**config.mk**
```make
export PLATFORM = sky130hd
export DESIGN_NAME = indexed_table_with_remove_policies
export DESIGN_NICKNAME = d
export VERILOG_FILES = /design/src/hw/rtl/itrp_pkg.sv /design/src/hw/rtl/indexed_table_with_remove_policies.sv /design/src/hw/rtl/itrp_datapath.sv /design/src/hw/rtl/itrp_ctrl.sv
export SDC_FILE = /design/constraint.sdc
export NUM_CORES = 2
export LEC_CHECK = 0
export BUFFER_PORTS_ARGS = -buffer_cell sky130_fd_sc_hd__buf_2
export CAP_MARGIN = 20
export CORE_UTILIZATION = 63
export CTS_CLUSTER_DIAMETER = 30
export DETAILED_ROUTE_END_ITERATION = 7
export PLACE_DENSITY = 0.79
export SLEW_MARGIN = 5
export SYNTH_ARGS = -nofsm -noshare
export SYNTH_HDL_FRONTEND = slang
export SYNTH_SLANG_ARGS = --single-unit
```
**constraint.sdc**
```tcl
create_clock -name clk_i -period 6.4 [get_ports clk_i]
set_input_delay 0.32 -clock clk_i [delete_from_list [all_inputs] [get_ports clk_i]]
set_output_delay 0.32 -clock clk_i [all_outputs]
set_load 0.05 [all_outputs]
```
**src/hw/rtl/itrp_pkg.sv**
```systemverilog
// Package for the indexed table: payload structs, op and status codes,
// controller states and the command/status structs between controller and datapath.
package itrp_pkg;

  localparam int unsigned TableDepthDefault = 64;
  localparam int unsigned EntryWidthDefault = 32;

  typedef enum logic [2:0] {
    OP_APPEND  = 3'd0,
    OP_INSERT  = 3'd1,
    OP_REMOVE  = 3'd2,
    OP_READ    = 3'd3,
    OP_SEARCH  = 3'd4,
    OP_COMPACT = 3'd5,
    OP_CLEAR   = 3'd6,
    OP_NOP     = 3'd7
  } op_e;

  typedef enum logic [1:0] {
    ST_OK        = 2'd0,
    ST_FULL      = 2'd1,
    ST_BAD_POS   = 2'd2,
    ST_NOT_FOUND = 2'd3
  } status_e;

  typedef enum logic [1:0] {
    POL_SHIFT = 2'd0,
    POL_MOVE  = 2'd1,
    POL_HOLE  = 2'd2,
    POL_BAD   = 2'd3
  } policy_e;

  typedef enum logic [3:0] {
    S_IDLE,
    S_DECIDE,
    S_HSCAN,
    S_SHUP_RD,
    S_SHUP_WR,
    S_SHDN_RD,
    S_SHDN_WR,
    S_MV_RD,
    S_MV_WR,
    S_SRCH,
    S_CMP_RD,
    S_CMP_WR,
    S_CLR,
    S_DONE
  } state_e;

  typedef struct packed {
    logic [2:0]  op;
    logic [5:0]  position;
    logic [31:0] entry_value;
  } in_item_t;

  typedef struct packed {
    logic [1:0]  status;
    logic [31:0] read_value;
    logic        slot_used;
    logic [5:0]  found_position;
    logic [6:0]  fill_count;
    logic [6:0]  hole_count;
  } out_item_t;

  // Controller commands to the datapath.
  typedef struct packed {
    logic load;      // capture input item
    logic set_idx_pos;
    logic set_idx_zero;
    logic set_idx_fill;   // idx = fill
    logic set_idx_tgt;    // idx = target
    logic idx_inc;
    logic idx_dec;
    logic tgt_from_idx;
    logic tgt_from_fill;
    logic rd_idx;         // memory read at idx
    logic rd_idx_m1;      // memory read at idx-1
    logic rd_idx_p1;      // memory read at idx+1
    logic rd_last;        // memory read at fill-1
    logic rd_pos;         // memory read at pos
    logic rd_zero;        // memory read at entry 0
    logic wr_idx_rdata;   // write read data/occ to idx
    logic wr_pos_val;     // write item value to pos, occupied
    logic wr_fill_val;    // append
    logic wr_j_rdata;     // compact move
    logic j_inc;
    logic j_zero;
    logic clr_occ_idx;    // clear occupied at idx-1
    logic clr_occ_all;
    logic fill_inc;
    logic fill_dec;
    logic fill_from_j;
    logic hole_inc;
    logic hole_dec;
    logic hole_zero;
    logic clr_occ_last;   // clear occ at fill-1 (before fill_dec)
    logic clr_occ_pos;
    logic res_set;
    logic [1:0] res_status;
    logic res_read;
    logic res_found;
    logic emit;
  } dp_cmd_t;

  typedef struct packed {
    logic [2:0] op;
    logic       pos_gt_fill;
    logic       pos_ge_fill;
    logic       pos_occ;
    logic       full;
    logic       holes;
    logic       idx_lt_fill;   // idx < fill
    logic       idx_gt_pos;
    logic       idx_p1_lt_fill;
    logic       idx_occ;
    logic       idx_match;     // occupied and equal
    logic       rocc;          // occupied bit of last read
    logic       idx_ne_j;
    logic       idx_last;      // idx == depth-1
  } dp_stat_t;

endpackage

```
**src/hw/rtl/indexed_table_with_remove_policies.sv**
```systemverilog
// Top level of the indexed table with selectable remove policies.
// Instantiates itrp_ctrl and itrp_datapath; depends on itrp_pkg.
//
// One item is accepted when start is high and busy is low; its single result
// appears on result_o for one cycle with done_o high, and cannot be stalled.
// Busy drops in the cycle that carries the result, so the next item can be
// accepted there. Append, clear, hole remove and rejected items pass through
// the decide and done states only; read also passes the search state, and
// move remove its read and write states. Insert and order-keeping remove
// spend a read and a write state per moved entry; search compares one entry
// per cycle. Insert that scans for a hole and compact, which also clears the
// freed occupied bits, walk the table further. Fill count and position set
// how long each of these takes.
module indexed_table_with_remove_policies import itrp_pkg::*; #(
  parameter int unsigned TableDepth = TableDepthDefault,
  parameter int unsigned EntryWidth = EntryWidthDefault
) (
  input  logic      clk_i,
  input  logic      rst_ni,
  input  logic      start,
  output logic      busy,
  input  in_item_t  item_i,
  output logic      done_o,
  output out_item_t result_o,
  input  logic      cfg_we_i,
  input  logic [1:0] cfg_wdata_i
);

  logic [1:0] policy_q;
  dp_cmd_t    cmd;
  dp_stat_t   stat;

  always_ff @(posedge clk_i or negedge rst_ni) begin
    if (!rst_ni) begin
      policy_q <= POL_SHIFT;
    end else if (cfg_we_i) begin
      policy_q <= cfg_wdata_i;
    end
  end

  itrp_ctrl u_ctrl (
    .clk_i    (clk_i),
    .rst_ni   (rst_ni),
    .start    (start),
    .policy_i (policy_q),
    .stat_i   (stat),
    .cmd_o    (cmd),
    .busy     (busy)
  );

  itrp_datapath #(
    .TableDepth (TableDepth),
    .EntryWidth (EntryWidth)
  ) u_dp (
    .clk_i    (clk_i),
    .rst_ni   (rst_ni),
    .item_i   (item_i),
    .cmd_i    (cmd),
    .stat_o   (stat),
    .result_o (result_o),
    .done_o   (done_o)
  );

endmodule

```
**src/hw/rtl/itrp_datapath.sv**
```systemverilog
// Datapath of the indexed table: entry memory, occupied bits, counters,
// walk index and result register. Depends on itrp_pkg.
module itrp_datapath import itrp_pkg::*; #(
  parameter int unsigned TableDepth = TableDepthDefault,
  parameter int unsigned EntryWidth = EntryWidthDefault
) (
  input  logic      clk_i,
  input  logic      rst_ni,
  input  in_item_t  item_i,
  input  dp_cmd_t   cmd_i,
  output dp_stat_t  stat_o,
  output out_item_t result_o,
  output logic      done_o
);

  localparam int unsigned AW = $clog2(TableDepth);
  localparam int unsigned CW = $clog2(TableDepth + 1);

  logic [EntryWidth-1:0] mem_q [TableDepth];
  logic [TableDepth-1:0] occ_q;
  logic [EntryWidth-1:0] rdata_q;
  logic                  rocc_q;
  logic [CW-1:0] fill_q, hole_q;
  logic [CW-1:0] idx_q, tgt_q, j_q;
  logic [2:0]    op_q;
  logic [CW-1:0] pos_q;
  logic [EntryWidth-1:0] val_q;
  out_item_t res_q;
  logic      done_q;

  logic [CW-1:0] idx_m1, idx_p1, last;
  logic [AW-1:0] raddr;
  logic          rd_en;

  assign idx_m1 = idx_q - CW'(1);
  assign idx_p1 = idx_q + CW'(1);
  assign last   = fill_q - CW'(1);

  always_comb begin
    rd_en = 1'b1;
    if (cmd_i.rd_idx_m1) begin
      raddr = idx_m1[AW-1:0];
    end else if (cmd_i.rd_idx_p1) begin
      raddr = idx_p1[AW-1:0];
    end else if (cmd_i.rd_last) begin
      raddr = last[AW-1:0];
    end else if (cmd_i.rd_idx) begin
      raddr = idx_q[AW-1:0];
    end else if (cmd_i.rd_pos) begin
      raddr = pos_q[AW-1:0];
    end else if (cmd_i.rd_zero) begin
      raddr = '0;
    end else begin
      raddr = pos_q[AW-1:0];
      rd_en = 1'b0;
    end
  end

  always_ff @(posedge clk_i) begin
    if (rd_en) begin
      rdata_q <= mem_q[raddr];
    end
    if (cmd_i.wr_idx_rdata) begin
      mem_q[idx_q[AW-1:0]] <= rdata_q;
    end else if (cmd_i.wr_j_rdata) begin
      mem_q[j_q[AW-1:0]] <= rdata_q;
    end else if (cmd_i.wr_pos_val) begin
      mem_q[pos_q[AW-1:0]] <= val_q;
    end else if (cmd_i.wr_fill_val) begin
      mem_q[fill_q[AW-1:0]] <= val_q;
    end
  end

  always_ff @(posedge clk_i or negedge rst_ni) begin
    if (!rst_ni) begin
      occ_q  <= '0;
      fill_q <= '0;
      hole_q <= '0;
      idx_q  <= '0;
      tgt_q  <= '0;
      j_q    <= '0;
      op_q   <= '0;
      pos_q  <= '0;
      rocc_q <= 1'b0;
      done_q <= 1'b0;
      res_q  <= '0;
    end else begin
      if (rd_en) begin
        rocc_q <= occ_q[raddr];
      end
      if (cmd_i.load) begin
        op_q  <= item_i.op;
        pos_q <= CW'(item_i.position);
      end
      if (cmd_i.set_idx_pos) begin
        idx_q <= pos_q;
      end else if (cmd_i.set_idx_zero) begin
        idx_q <= '0;
      end else if (cmd_i.set_idx_fill) begin
        idx_q <= fill_q;
      end else if (cmd_i.set_idx_tgt) begin
        idx_q <= tgt_q;
      end else if (cmd_i.idx_inc) begin
        idx_q <= idx_p1;
      end else if (cmd_i.idx_dec) begin
        idx_q <= idx_m1;
      end
      if (cmd_i.tgt_from_idx) begin
        tgt_q <= idx_q;
      end else if (cmd_i.tgt_from_fill) begin
        tgt_q <= fill_q;
      end
      if (cmd_i.j_zero) begin
        j_q <= '0;
      end else if (cmd_i.j_inc) begin
        j_q <= j_q + CW'(1);
      end
      if (cmd_i.wr_idx_rdata) begin
        occ_q[idx_q[AW-1:0]] <= rocc_q;
      end else if (cmd_i.wr_j_rdata) begin
        occ_q[j_q[AW-1:0]] <= rocc_q;
      end else if (cmd_i.wr_pos_val) begin
        occ_q[pos_q[AW-1:0]] <= 1'b1;
      end else if (cmd_i.wr_fill_val) begin
        occ_q[fill_q[AW-1:0]] <= 1'b1;
      end
      if (cmd_i.clr_occ_all) begin
        occ_q <= '0;
      end else if (cmd_i.clr_occ_idx) begin
        occ_q[idx_m1[AW-1:0]] <= 1'b0;
      end else if (cmd_i.clr_occ_last) begin
        occ_q[last[AW-1:0]] <= 1'b0;
      end else if (cmd_i.clr_occ_pos) begin
        occ_q[pos_q[AW-1:0]] <= 1'b0;
      end
      if (cmd_i.fill_from_j) begin
        fill_q <= j_q;
      end else if (cmd_i.fill_inc) begin
        fill_q <= fill_q + CW'(1);
      end else if (cmd_i.fill_dec) begin
        fill_q <= last;
      end else if (cmd_i.clr_occ_all) begin
        fill_q <= '0;
      end
      if (cmd_i.hole_zero) begin
        hole_q <= '0;
      end else if (cmd_i.hole_inc) begin
        hole_q <= hole_q + CW'(1);
      end else if (cmd_i.hole_dec) begin
        hole_q <= hole_q - CW'(1);
      end
      done_q <= cmd_i.emit;
      if (cmd_i.res_set) begin
        res_q.status         <= cmd_i.res_status;
        res_q.read_value     <= cmd_i.res_read ? 32'(rdata_q) : '0;
        res_q.slot_used      <= cmd_i.res_read;
        res_q.found_position <= cmd_i.res_found ? 6'(idx_q) : '0;
      end
    end
  end

  always_ff @(posedge clk_i) begin
    if (cmd_i.load) begin
      val_q <= EntryWidth'(item_i.entry_value);
    end
  end

  always_comb begin
    result_o            = res_q;
    result_o.fill_count = 7'(fill_q);
    result_o.hole_count = 7'(hole_q);
  end
  assign done_o = done_q;

  assign stat_o.op             = op_q;
  assign stat_o.pos_gt_fill    = pos_q > fill_q;
  assign stat_o.pos_ge_fill    = pos_q >= fill_q;
  assign stat_o.pos_occ        = occ_q[pos_q[AW-1:0]];
  assign stat_o.full           = fill_q >= CW'(TableDepth);
  assign stat_o.holes          = hole_q != '0;
  assign stat_o.idx_lt_fill    = idx_q < fill_q;
  assign stat_o.idx_gt_pos     = idx_q > pos_q;
  assign stat_o.idx_p1_lt_fill = idx_p1 < fill_q;
  assign stat_o.idx_occ        = occ_q[idx_q[AW-1:0]];
  assign stat_o.idx_match      = rocc_q && (rdata_q == val_q);
  assign stat_o.rocc           = rocc_q;
  assign stat_o.idx_ne_j       = idx_q != j_q;
  assign stat_o.idx_last       = idx_q == CW'(TableDepth - 1);

  property p_hole_le_fill;
    @(posedge clk_i) disable iff (!rst_ni) hole_q <= fill_q;
  endproperty
  a_hole_le_fill: assert property (p_hole_le_fill) else $error("hole count above fill");

  property p_fill_range;
    @(posedge clk_i) disable iff (!rst_ni) fill_q <= CW'(TableDepth);
  endproperty
  a_fill_range: assert property (p_fill_range) else $error("fill count out of range");

  property p_one_write;
    @(posedge clk_i) disable iff (!rst_ni)
      $onehot0({cmd_i.wr_idx_rdata, cmd_i.wr_j_rdata, cmd_i.wr_pos_val, cmd_i.wr_fill_val});
  endproperty
  a_one_write: assert property (p_one_write) else $error("multiple memory writes");

endmodule

```
**src/hw/rtl/itrp_ctrl.sv**
```systemverilog
// Controller state machine of the indexed table: sequences each item over
// the datapath one entry at a time. Depends on itrp_pkg.
module itrp_ctrl import itrp_pkg::*; (
  input  logic     clk_i,
  input  logic     rst_ni,
  input  logic     start,
  input  logic [1:0] policy_i,
  input  dp_stat_t stat_i,
  output dp_cmd_t  cmd_o,
  output logic     busy
);

  state_e state_q, state_d;
  logic   reuse_q, reuse_d;

  always_ff @(posedge clk_i or negedge rst_ni) begin
    if (!rst_ni) begin
      state_q <= S_IDLE;
      reuse_q <= 1'b0;
    end else begin
      state_q <= state_d;
      reuse_q <= reuse_d;
    end
  end

  always_comb begin
    state_d = state_q;
    reuse_d = reuse_q;
    case (state_q)
      S_IDLE: begin
        if (start) begin
          state_d = S_DECIDE;
        end
      end
      S_DECIDE: begin
        state_d = S_DONE;
        case (op_e'(stat_i.op))
          OP_INSERT: begin
            reuse_d = 1'b0;
            if (!stat_i.pos_gt_fill) begin
              if (stat_i.holes) begin
                state_d = S_HSCAN;
              end else if (!stat_i.full) begin
                state_d = S_SHUP_RD;
              end
            end
          end
          OP_REMOVE: begin
            if (!stat_i.pos_ge_fill && stat_i.pos_occ) begin
              if (policy_e'(policy_i) == POL_SHIFT) begin
                state_d = S_SHDN_RD;
              end else if (policy_e'(policy_i) == POL_MOVE) begin
                state_d = S_MV_RD;
              end
            end
          end
          OP_SEARCH:  state_d = S_SRCH;
          OP_COMPACT: state_d = S_CMP_RD;
          OP_READ:    state_d = S_SRCH;
          default:    state_d = S_DONE;
        endcase
      end
      S_HSCAN: begin
        if (!stat_i.idx_lt_fill) begin
          state_d = stat_i.full ? S_DONE : S_SHUP_RD;
        end else if (!stat_i.idx_occ) begin
          reuse_d = 1'b1;
          state_d = S_SHUP_RD;
        end
      end
      S_SHUP_RD: state_d = stat_i.idx_gt_pos ? S_SHUP_WR : S_DONE;
      S_SHUP_WR: state_d = S_SHUP_RD;
      S_SHDN_RD: state_d = stat_i.idx_p1_lt_fill ? S_SHDN_WR : S_DONE;
      S_SHDN_WR: state_d = S_SHDN_RD;
      S_MV_RD:   state_d = S_MV_WR;
      S_MV_WR:   state_d = S_DONE;
      S_SRCH: begin
        if (op_e'(stat_i.op) == OP_READ) begin
          state_d = S_DONE;
        end else if (!stat_i.idx_lt_fill) begin
          state_d = S_DONE;
        end else if (stat_i.idx_match) begin
          state_d = S_DONE;
        end
      end
      S_CMP_RD: state_d = stat_i.idx_lt_fill ? S_CMP_WR : S_CLR;
      S_CMP_WR: state_d = S_CMP_RD;
      S_CLR:    state_d = stat_i.idx_ne_j ? S_CLR : S_DONE;
      S_DONE:   state_d = S_IDLE;
      default:  state_d = S_IDLE;
    endcase
  end

  // The search state is entered with the first read already issued; each
  // cycle compares the read data for idx and issues the read for idx+1.
  always_comb begin
    cmd_o = '0;
    busy  = state_q != S_IDLE;
    case (state_q)
      S_IDLE: begin
        cmd_o.load = start;
      end
      S_DECIDE: begin
        cmd_o.set_idx_pos = 1'b1;
        case (op_e'(stat_i.op))
          OP_APPEND: begin
            cmd_o.res_set = 1'b1;
            if (stat_i.full) begin
              cmd_o.res_status = ST_FULL;
            end else begin
              cmd_o.wr_fill_val = 1'b1;
              cmd_o.fill_inc    = 1'b1;
            end
          end
          OP_INSERT: begin
            cmd_o.tgt_from_fill = 1'b1;
            cmd_o.res_set       = 1'b1;
            if (stat_i.pos_gt_fill) begin
              cmd_o.res_status = ST_BAD_POS;
            end else if (stat_i.holes) begin
              cmd_o.res_status = ST_OK;
            end else if (stat_i.full) begin
              cmd_o.res_status = ST_FULL;
            end else begin
              cmd_o.set_idx_pos  = 1'b0;
              cmd_o.set_idx_fill = 1'b1;
            end
          end
          OP_REMOVE: begin
            cmd_o.res_set = 1'b1;
            if (stat_i.pos_ge_fill || !stat_i.pos_occ || policy_e'(policy_i) == POL_BAD) begin
              cmd_o.res_status = ST_BAD_POS;
            end else if (policy_e'(policy_i) == POL_HOLE) begin
              cmd_o.clr_occ_pos = 1'b1;
              cmd_o.hole_inc    = 1'b1;
            end else if (policy_e'(policy_i) == POL_MOVE) begin
              cmd_o.rd_last = 1'b1;
            end
          end
          OP_READ: begin
            cmd_o.rd_pos = 1'b1;
          end
          OP_SEARCH: begin
            cmd_o.set_idx_pos  = 1'b0;
            cmd_o.set_idx_zero = 1'b1;
            cmd_o.rd_zero      = 1'b1;
          end
          OP_COMPACT: begin
            cmd_o.set_idx_pos  = 1'b0;
            cmd_o.set_idx_zero = 1'b1;
            cmd_o.j_zero       = 1'b1;
          end
          OP_CLEAR: begin
            cmd_o.clr_occ_all = 1'b1;
            cmd_o.hole_zero   = 1'b1;
            cmd_o.res_set     = 1'b1;
          end
          default: begin
            cmd_o.res_set = 1'b1;
          end
        endcase
      end
      S_HSCAN: begin
        if (!stat_i.idx_lt_fill) begin
          if (stat_i.full) begin
            cmd_o.res_set    = 1'b1;
            cmd_o.res_status = ST_FULL;
          end else begin
            cmd_o.set_idx_fill = 1'b1;
          end
        end else if (!stat_i.idx_occ) begin
          cmd_o.tgt_from_idx = 1'b1;
        end else begin
          cmd_o.idx_inc = 1'b1;
        end
      end
      S_SHUP_RD: begin
        if (stat_i.idx_gt_pos) begin
          cmd_o.rd_idx_m1 = 1'b1;
        end else begin
          cmd_o.wr_pos_val = 1'b1;
          cmd_o.res_set    = 1'b1;
          if (reuse_q) begin
            cmd_o.hole_dec = 1'b1;
          end else begin
            cmd_o.fill_inc = 1'b1;
          end
        end
      end
      S_SHUP_WR: begin
        cmd_o.wr_idx_rdata = 1'b1;
        cmd_o.idx_dec      = 1'b1;
      end
      S_SHDN_RD: begin
        if (stat_i.idx_p1_lt_fill) begin
          cmd_o.rd_idx_p1 = 1'b1;
        end else begin
          cmd_o.clr_occ_last = 1'b1;
          cmd_o.fill_dec     = 1'b1;
        end
      end
      S_SHDN_WR: begin
        cmd_o.wr_idx_rdata = 1'b1;
        cmd_o.idx_inc      = 1'b1;
      end
      S_MV_RD: begin
        cmd_o.wr_idx_rdata = 1'b1;
      end
      S_MV_WR: begin
        cmd_o.clr_occ_last = 1'b1;
        cmd_o.fill_dec     = 1'b1;
      end
      S_SRCH: begin
        cmd_o.res_set = 1'b1;
        if (op_e'(stat_i.op) == OP_READ) begin
          if (stat_i.pos_ge_fill || !stat_i.rocc) begin
            cmd_o.res_status = ST_BAD_POS;
          end else begin
            cmd_o.res_read = 1'b1;
          end
        end else if (!stat_i.idx_lt_fill) begin
          cmd_o.res_status = ST_NOT_FOUND;
        end else if (stat_i.idx_match) begin
          cmd_o.res_found = 1'b1;
        end else begin
          cmd_o.res_set = 1'b0;
          cmd_o.idx_inc = 1'b1;
          cmd_o.rd_idx_p1 = 1'b1;
        end
      end
      S_CMP_RD: begin
        if (stat_i.idx_lt_fill) begin
          cmd_o.rd_idx = 1'b1;
        end
      end
      S_CMP_WR: begin
        if (stat_i.rocc) begin
          cmd_o.wr_j_rdata = stat_i.idx_ne_j;
          cmd_o.j_inc      = 1'b1;
        end
        cmd_o.idx_inc = 1'b1;
      end
      S_CLR: begin
        if (stat_i.idx_ne_j) begin
          cmd_o.clr_occ_idx = 1'b1;
          cmd_o.idx_dec     = 1'b1;
        end else begin
          cmd_o.fill_from_j = 1'b1;
          cmd_o.hole_zero   = 1'b1;
          cmd_o.res_set     = 1'b1;
        end
      end
      S_DONE: begin
        cmd_o.emit = 1'b1;
      end
      default: begin
        cmd_o = '0;
      end
    endcase
  end

  property p_done_one;
    @(posedge clk_i) disable iff (!rst_ni) state_q == S_DONE |=> state_q == S_IDLE;
  endproperty
  a_done_one: assert property (p_done_one) else $error("done state not left");

  property p_start_decide;
    @(posedge clk_i) disable iff (!rst_ni) (state_q == S_IDLE && start) |=> state_q == S_DECIDE;
  endproperty
  a_start_decide: assert property (p_start_decide) else $error("accepted item not decoded");

  property p_no_load_busy;
    @(posedge clk_i) disable iff (!rst_ni) busy |-> !cmd_o.load;
  endproperty
  a_no_load_busy: assert property (p_no_load_busy) else $error("load while busy");

endmodule
```
* Yosys cells after proc, flatten, opt, wreduce, memory -nomap -nowiden
Memories as Yosys holds them, arrays and structs flattened. A register that Yosys moved wholly into a read port is not among the register bits.
Index checks and enable logic that the tools add are counted.
** Word-level totals
- Register bits :: 183
- RAM bits :: 2048
- Input bits :: 47
- Output and inout port bits :: 57
- Logic and storage cells :: 300
- Memories :: 1
** Cells by class
- Add/sub/neg operators :: 7
- $lt $le $gt $ge :: 19
- Equality and inequality tests :: 30
- Multiplexer cells :: 184
- Bitwise logic cells :: 8
- Reductions and logical operators :: 34
** Memory list
- u_dp.mem_q :: words 64, bits a word 32, read ports 1, clocked after memory_dff 1, write ports 1, line itrp_datapath.sv:19 : logic [EntryWidth-1:0] mem_q [TableDepth];
** Operators by type and width (number)
- 64-bit two-way mux :: 8
- 64-bit AND :: 3
- 64-bit NOT :: 3
- 64-bit bitwise mux :: 2
- 32-bit two-way mux :: 4
- 64-bit bitwise OR :: 2
- 7-bit two-way mux :: 14
- 32-bit OR reduction :: 3
- 1-bit two-way mux :: 95
- 6-bit two-way mux :: 10
- 4-bit two-way mux :: 14
- 4-bit one-hot mux with 13 select lines :: 1
- 6-bit by 7-bit less-than comparator with 1-bit output, second input constant :: 7
- 1-bit demux with 6-bit select :: 6
- 6-bit by 1-bit greater-or-equal comparator with 1-bit output, second input constant :: 6
- 32-bit == test :: 1
- 7-bit by 1-bit adder with 7-bit output, second input constant :: 4
- 4-bit == test, second input constant :: 6
- 7-bit by 1-bit subtractor with 7-bit output, second input constant :: 3
- 2-bit two-way mux :: 10
- 1-bit binary-select mux with 6-bit select :: 3
- 4-bit by 3-bit == test with 1-bit output, second input constant :: 4
- 1-bit one-hot mux with 2 select lines :: 8
- 4-bit one-hot mux with 4 select lines :: 1
- 36 further kinds :: 64

* Depth between registers and ports, before layout
- Depth in word-level cells :: 16
- Depth in mapped cells :: 25
- Gate-level depth less buffers :: 18

* Hierarchy
From an unflattened synthesis, not the netlist that was laid out.
** Unflattened totals
- Cell total of the unflattened synthesis :: 8638
- Area total of the unflattened synthesis :: 99983.4 um2
** Modules (own cells, without submodules)
- itrp_datapath :: instances 1, cells each 8481, area an instance 98867.3 um2, seq. area each 67199.4 um2
- itrp_ctrl :: instances 1, cells each 153, area an instance 1043.5 um2, seq. area each 125.1 um2
- indexed_table_with_remove_policies :: instances 1, cells each 4, area an instance 72.6 um2, seq. area each 50.0 um2

* Worst setup path before layout
No wires, ideal clock.
- Path kind :: register -> register
- From :: reg u_dp.idx_q[0]
- To :: reg u_dp.rdata_q[0], read port of u_dp.mem_q (data pin)
- Setup time :: 0.176 ns
- Data arrival time :: 4.875 ns
- Required time :: 6.224 ns
- Path slack :: 1.349 ns
- Cell stages (with the launch flop) :: 23
- Path buffers :: 6
- Period minus slack after synthesis :: 5.051 ns
- Cell sequence :: dfrtp_1 clkbuf_1 clkbuf_1 clkbuf_1 nand3_1 o21ai_0 and2_1 inv_1 ha_1 o21ai_0 nor2_1 or4_1 nand4_1 nand3_1 a32o_1 o21a_1 buf_2 nor2_1 clkbuf_1 clkbuf_1 a31oi_1 and3_1 nor4_1
** On the way
- Longest elaborated chain between the ends :: 7
- Elaborated cells between the ends (all ways) :: 21
- Those cells by class :: add/sub: 2; order compare: 3; mux: 16
** Ends and longest elaborated chain
- start: declaration :: line itrp_datapath.sv:24 : logic [CW-1:0] idx_q, tgt_q, j_q;
- start signal: assignment :: line itrp_datapath.sv:96 : idx_q <= pos_q;
- start signal: assignment :: line itrp_datapath.sv:100 : idx_q <= fill_q;
- start signal: assignment :: line itrp_datapath.sv:102 : idx_q <= tgt_q;
- parallel branches: the longest is 7 deep, another holds 7-bit by 1-bit adder with 7-bit output
- end: declaration :: line itrp_datapath.sv:21 : logic [EntryWidth-1:0] rdata_q;
Several ways; the timed one is not identified.
A chain may end at the register's enable or synchronous reset.

* Worst setup path in the final report
- From :: reg u_dp.rdata_q[20], read port of u_dp.mem_q
- To :: reg u_dp.rdata_q[12], read port of u_dp.mem_q (data pin)
** On the way
- Longest elaborated chain between the ends :: 8
- Elaborated cells between the ends (all ways) :: 10
- Those cells by class :: eq/ne: 1; mux: 8; reduce/logical: 1
** Ends and longest elaborated chain
- 32-bit == test * :: line itrp_datapath.sv:185 : assign stat_o.idx_match = rocc_q && (rdata_q == val_q);
- 1-bit logical AND * :: line itrp_datapath.sv:185
- 1-bit two-way mux * :: line itrp_ctrl.sv:223 : end else if (stat_i.idx_match) begin
- 1-bit two-way mux * :: line itrp_ctrl.sv:221 : end else if (!stat_i.idx_lt_fill) begin
- 1-bit two-way mux * :: line itrp_ctrl.sv:215 : if (op_e'(stat_i.op) == OP_READ) begin
- 1-bit one-hot mux with 2 select lines * :: line itrp_ctrl.sv:99 : case (state_q)
- 6-bit two-way mux or 1-bit two-way mux (tied branches) :: line itrp_datapath.sv:43 : end else if (cmd_i.rd_idx_p1) begin
- 6-bit two-way mux or 1-bit two-way mux (tied branches) :: line itrp_datapath.sv:41 : if (cmd_i.rd_idx_m1) begin
Mark *: on every way between the ends. The rest lies on a longest branch, timed or not.

==> impl_metrics.json <==
{
  "finalInstanceArea_sq_um": 118000,
  "drt_iter0_markers": 14849,
  "overflow": 0,
  "numPortBuffers": 103,
  "max_cap_violations": 0,
  "cts_buffers": 415,
  "drc": 10,
  "synth_ff_type": "edfxtp_1",
  "path_buf_inv": 3,
  "route.antenna.remaining_nets": 0,
  "cp_slowest_cell": "nor4b_1",
  "ff_latch_area_sq_um": 67200,
  "slowest_delay_ns": 0.92,
  "antenna_found_initial": 33,
  "fin_cells": 10202,
  "yosysTopAreaCell": "edfxtp_1",
  "gp_congestion": 1.05,
  "wl_per_cell_microns": 36.7,
  "async_reset_ff_share_pct": 6.67,
  "drv_slew": 0,
  "synth.most_common_cell": "edfxtp_1",
  "dpl_cell_area_sq_um": 104000,
  "clk_latency_ns": 0.99,
  "drt-total-wl_microns": 375000,
  "setup_tns_ns": 0,
  "cts_htree_levels": 5,
  "worstPathCellList": "xnor2_1 > nand2_1 > nor4b_1 > nand4_1 > a311oi_1 > o32a_2 > buf_12 > buf_4 > buf_4 > a311oi_1 > a211oi_1 > nor4_1",
  "yosysTopAreaCellShare_pct": 64.9,
  "clock_sinks": 2263,
  "post-route-period-util_pct": 98.7,
  "worstSetupStartpointType": "flip-flop",
  "grt_max_degree": 114,
  "coreArea_sq_um": 154000,
  "cp.arrival_ns": 6.98,
  "clockBufferDepth": 4,
  "finalClockSkew_ns": 0.105,
  "grt_usage_pct": 47.2,
  "io_pins": 104,
  "worst_hold_path_type": "input pin to flip-flop",
  "seq_area_frac_synth_pct": 68.8,
  "syn_area_sq_um": 97700,
  "dr_total_vias": 77204,
  "multi_input_area_sq_um": 28800,
  "start_util_pct": 63.4,
  "endpoint_kind": "flip-flop",
  "die_y_microns": 396,
  "num_rows": 144,
  "grt_setup_unrepaired": "no",
  "dpl.cell_count": 9386,
  "fin_nets": 7899,
  "drive_gt1_share_pct": 18.3,
  "final_util_pct": 76.9,
  "syn_avg_cell_area_sq_um": 13.4,
  "violations": "DRC",
  "clock-root-buffer": "clkbuf_16",
  "dr.pass1.iters": 8,
  "status": "finished with violations",
  "crit_type": "flip-flop to flip-flop",
  "synth_enable_flop_cells": 2112,
  "grt_pass1_vias": 75508,
  "cpLargestDelayFamily": "compound AO/OA/AOI/OAI gates",
  "clock.fmax_mhz": 158,
  "yosys_warnings": 0,
  "cp_data_required_time_ns": 7.06,
  "cts_tree": "built",
  "fin_crit_ns": 6.32,
  "grt_pass1_wl_microns": 528000,
  "ys_ff_latch": 2263,
  "viasPerCell": 7.57,
  "clk_pin_slew_ns": 0.06,
  "fillCellCount": 8005,
  "cp_max_fo": 42,
  "dp_hpwl_microns": 206000,
  "die_x_microns": 396,
  "worst_pin_slew_ns": 1.27,
  "synthesis.nets": 7395,
  "relSlewSlack_pct": 14.8,
  "setup_violations": 0,
  "die_area_sq_um": 157000,
  "syn_inst": 7312,
  "ys_types": 90,
  "area_growth_pct": 21.2,
  "synthTopCellsByCount": "edfxtp_1 (2112), nand2_1 (1314), nand3_1 (344)",
  "hold_violations": 0,
  "synth.area.top_cells": "edfxtp_1 (65%), nand2_1 (5.0%), dfrtp_1 (3.9%), a211oi_1 (2.3%), mux4_2 (2.3%)"
}
## final timing paths
check | startpoint | to | slack [ns] | depth (start not counted)
max | u_dp.rdata_q[20] | u_dp.rdata_q[12] | 0.08 | 12
min | item_i[6] | u_dp.val_q[6] | 0.05 | 2
max reg2reg | u_dp.rdata_q[20] | u_dp.rdata_q[12] | 0.08 | 12
min reg2reg | u_dp.result_o[42] | u_dp.result_o[42] | 0.51 | 1
max in group asynchronous | rst_ni | u_dp.pos_q[0] | 4.79 | 3
min in group asynchronous | rst_ni | u_dp.occ_q[38] | 0.10 | 2
## worst register-to-register path, stage by stage, from the launching register on
cell      delay, ns
edfxtp_1       0.70
xnor2_1        0.56
nand2_1        0.13
nor4b_1        0.92
nand4_1        0.53
a311oi_1       0.68
o32a_2         0.47
buf_12         0.32
buf_4          0.34
buf_4          0.34
a311oi_1       0.10
a211oi_1       0.81
nor4_1         0.15
## cells in the final DEF, fill, tap and decap left out, drive strengths merged, types with 140 or more instances in the layout
master / n
nor2: 254
o21ai: 189
mux2i: 214
clkbuf: 476
edfxtp: 2112
clkinv: 140
a211oi: 304
and3: 295
nand2: 1314
buf: 554
a31oi: 291
dfrtp: 151
nand3: 345
## layout make-up
cell class              instances  share of cell area (%)
flip-flops and latches       2263                    56.7
clock inverters               275                    2.74
well taps                    2044                    2.16
diodes                         11                  0.0232
inverters                      43                   0.136
clock buffers                 473                    9.15
multi-input cells            4489                    24.3
repair buffers                604                    4.78
## metrics by stage
step,setup slack [ns],hold slack [ns]
CTS,0.366,0.0282
global route,0.121,0.0628
global placement,0.246,0.460
floorplan,1.35,0.0244
finish,0.0840,0.0499
detailed placement,0.367,0.483
## repair_timing
item	in CTS	in global routing
hold endpoints to repair	132	0
setup buffers	0	0
setup endpoints to repair	0	2
resized for setup	0	2
hold buffers	47	0
## cell families (layout without fill, tap and decap cells)
kind of cell | Yosys count | in the layout | share of synthesized area, %
adders and majority gates | 36 | 36 | 0.469
AOI/OAI and AO/OA | 1502 | 1502 | 10.9
muxes | 367 | 367 | 5.10
buffers and inverters | 560 | 1395 | 2.52
other | 0 | 11 | 0
xor gates and xnor gates | 68 | 68 | 0.609
and+or+nand+nor | 2516 | 2516 | 11.6
DFF | 2263 | 2263 | 68.8
## flip-flops by register name, indices dropped and copies added, names as in the netlist, 2 cells and up
name            cells
u_dp.op_q           3
u_dp.idx_q          7
u_dp.rdata_q       32
u_dp.j_q            7
u_dp.result_o      41
u_dp.pos_q          6
u_ctrl.state_q      4
u_dp.fill_q         7
u_dp.mem_q       2048
u_dp.val_q         32
policy_q            2
u_dp.occ_q         64
u_dp.hole_q         7
## layer usage
layer / share of wire [%] / GRT usage [%] / routed length (microns)
met1: 31 / 57.4 / 118000
met5: 0.10 / 0 / 386
met4: 8.9 / 33.5 / 33400
met2: 43 / 69.0 / 161000
met3: 17 / 18.6 / 61900
Power is not shown: default switching activity piles up to over one toggle a cycle in this logic, so the estimate is an artifact.
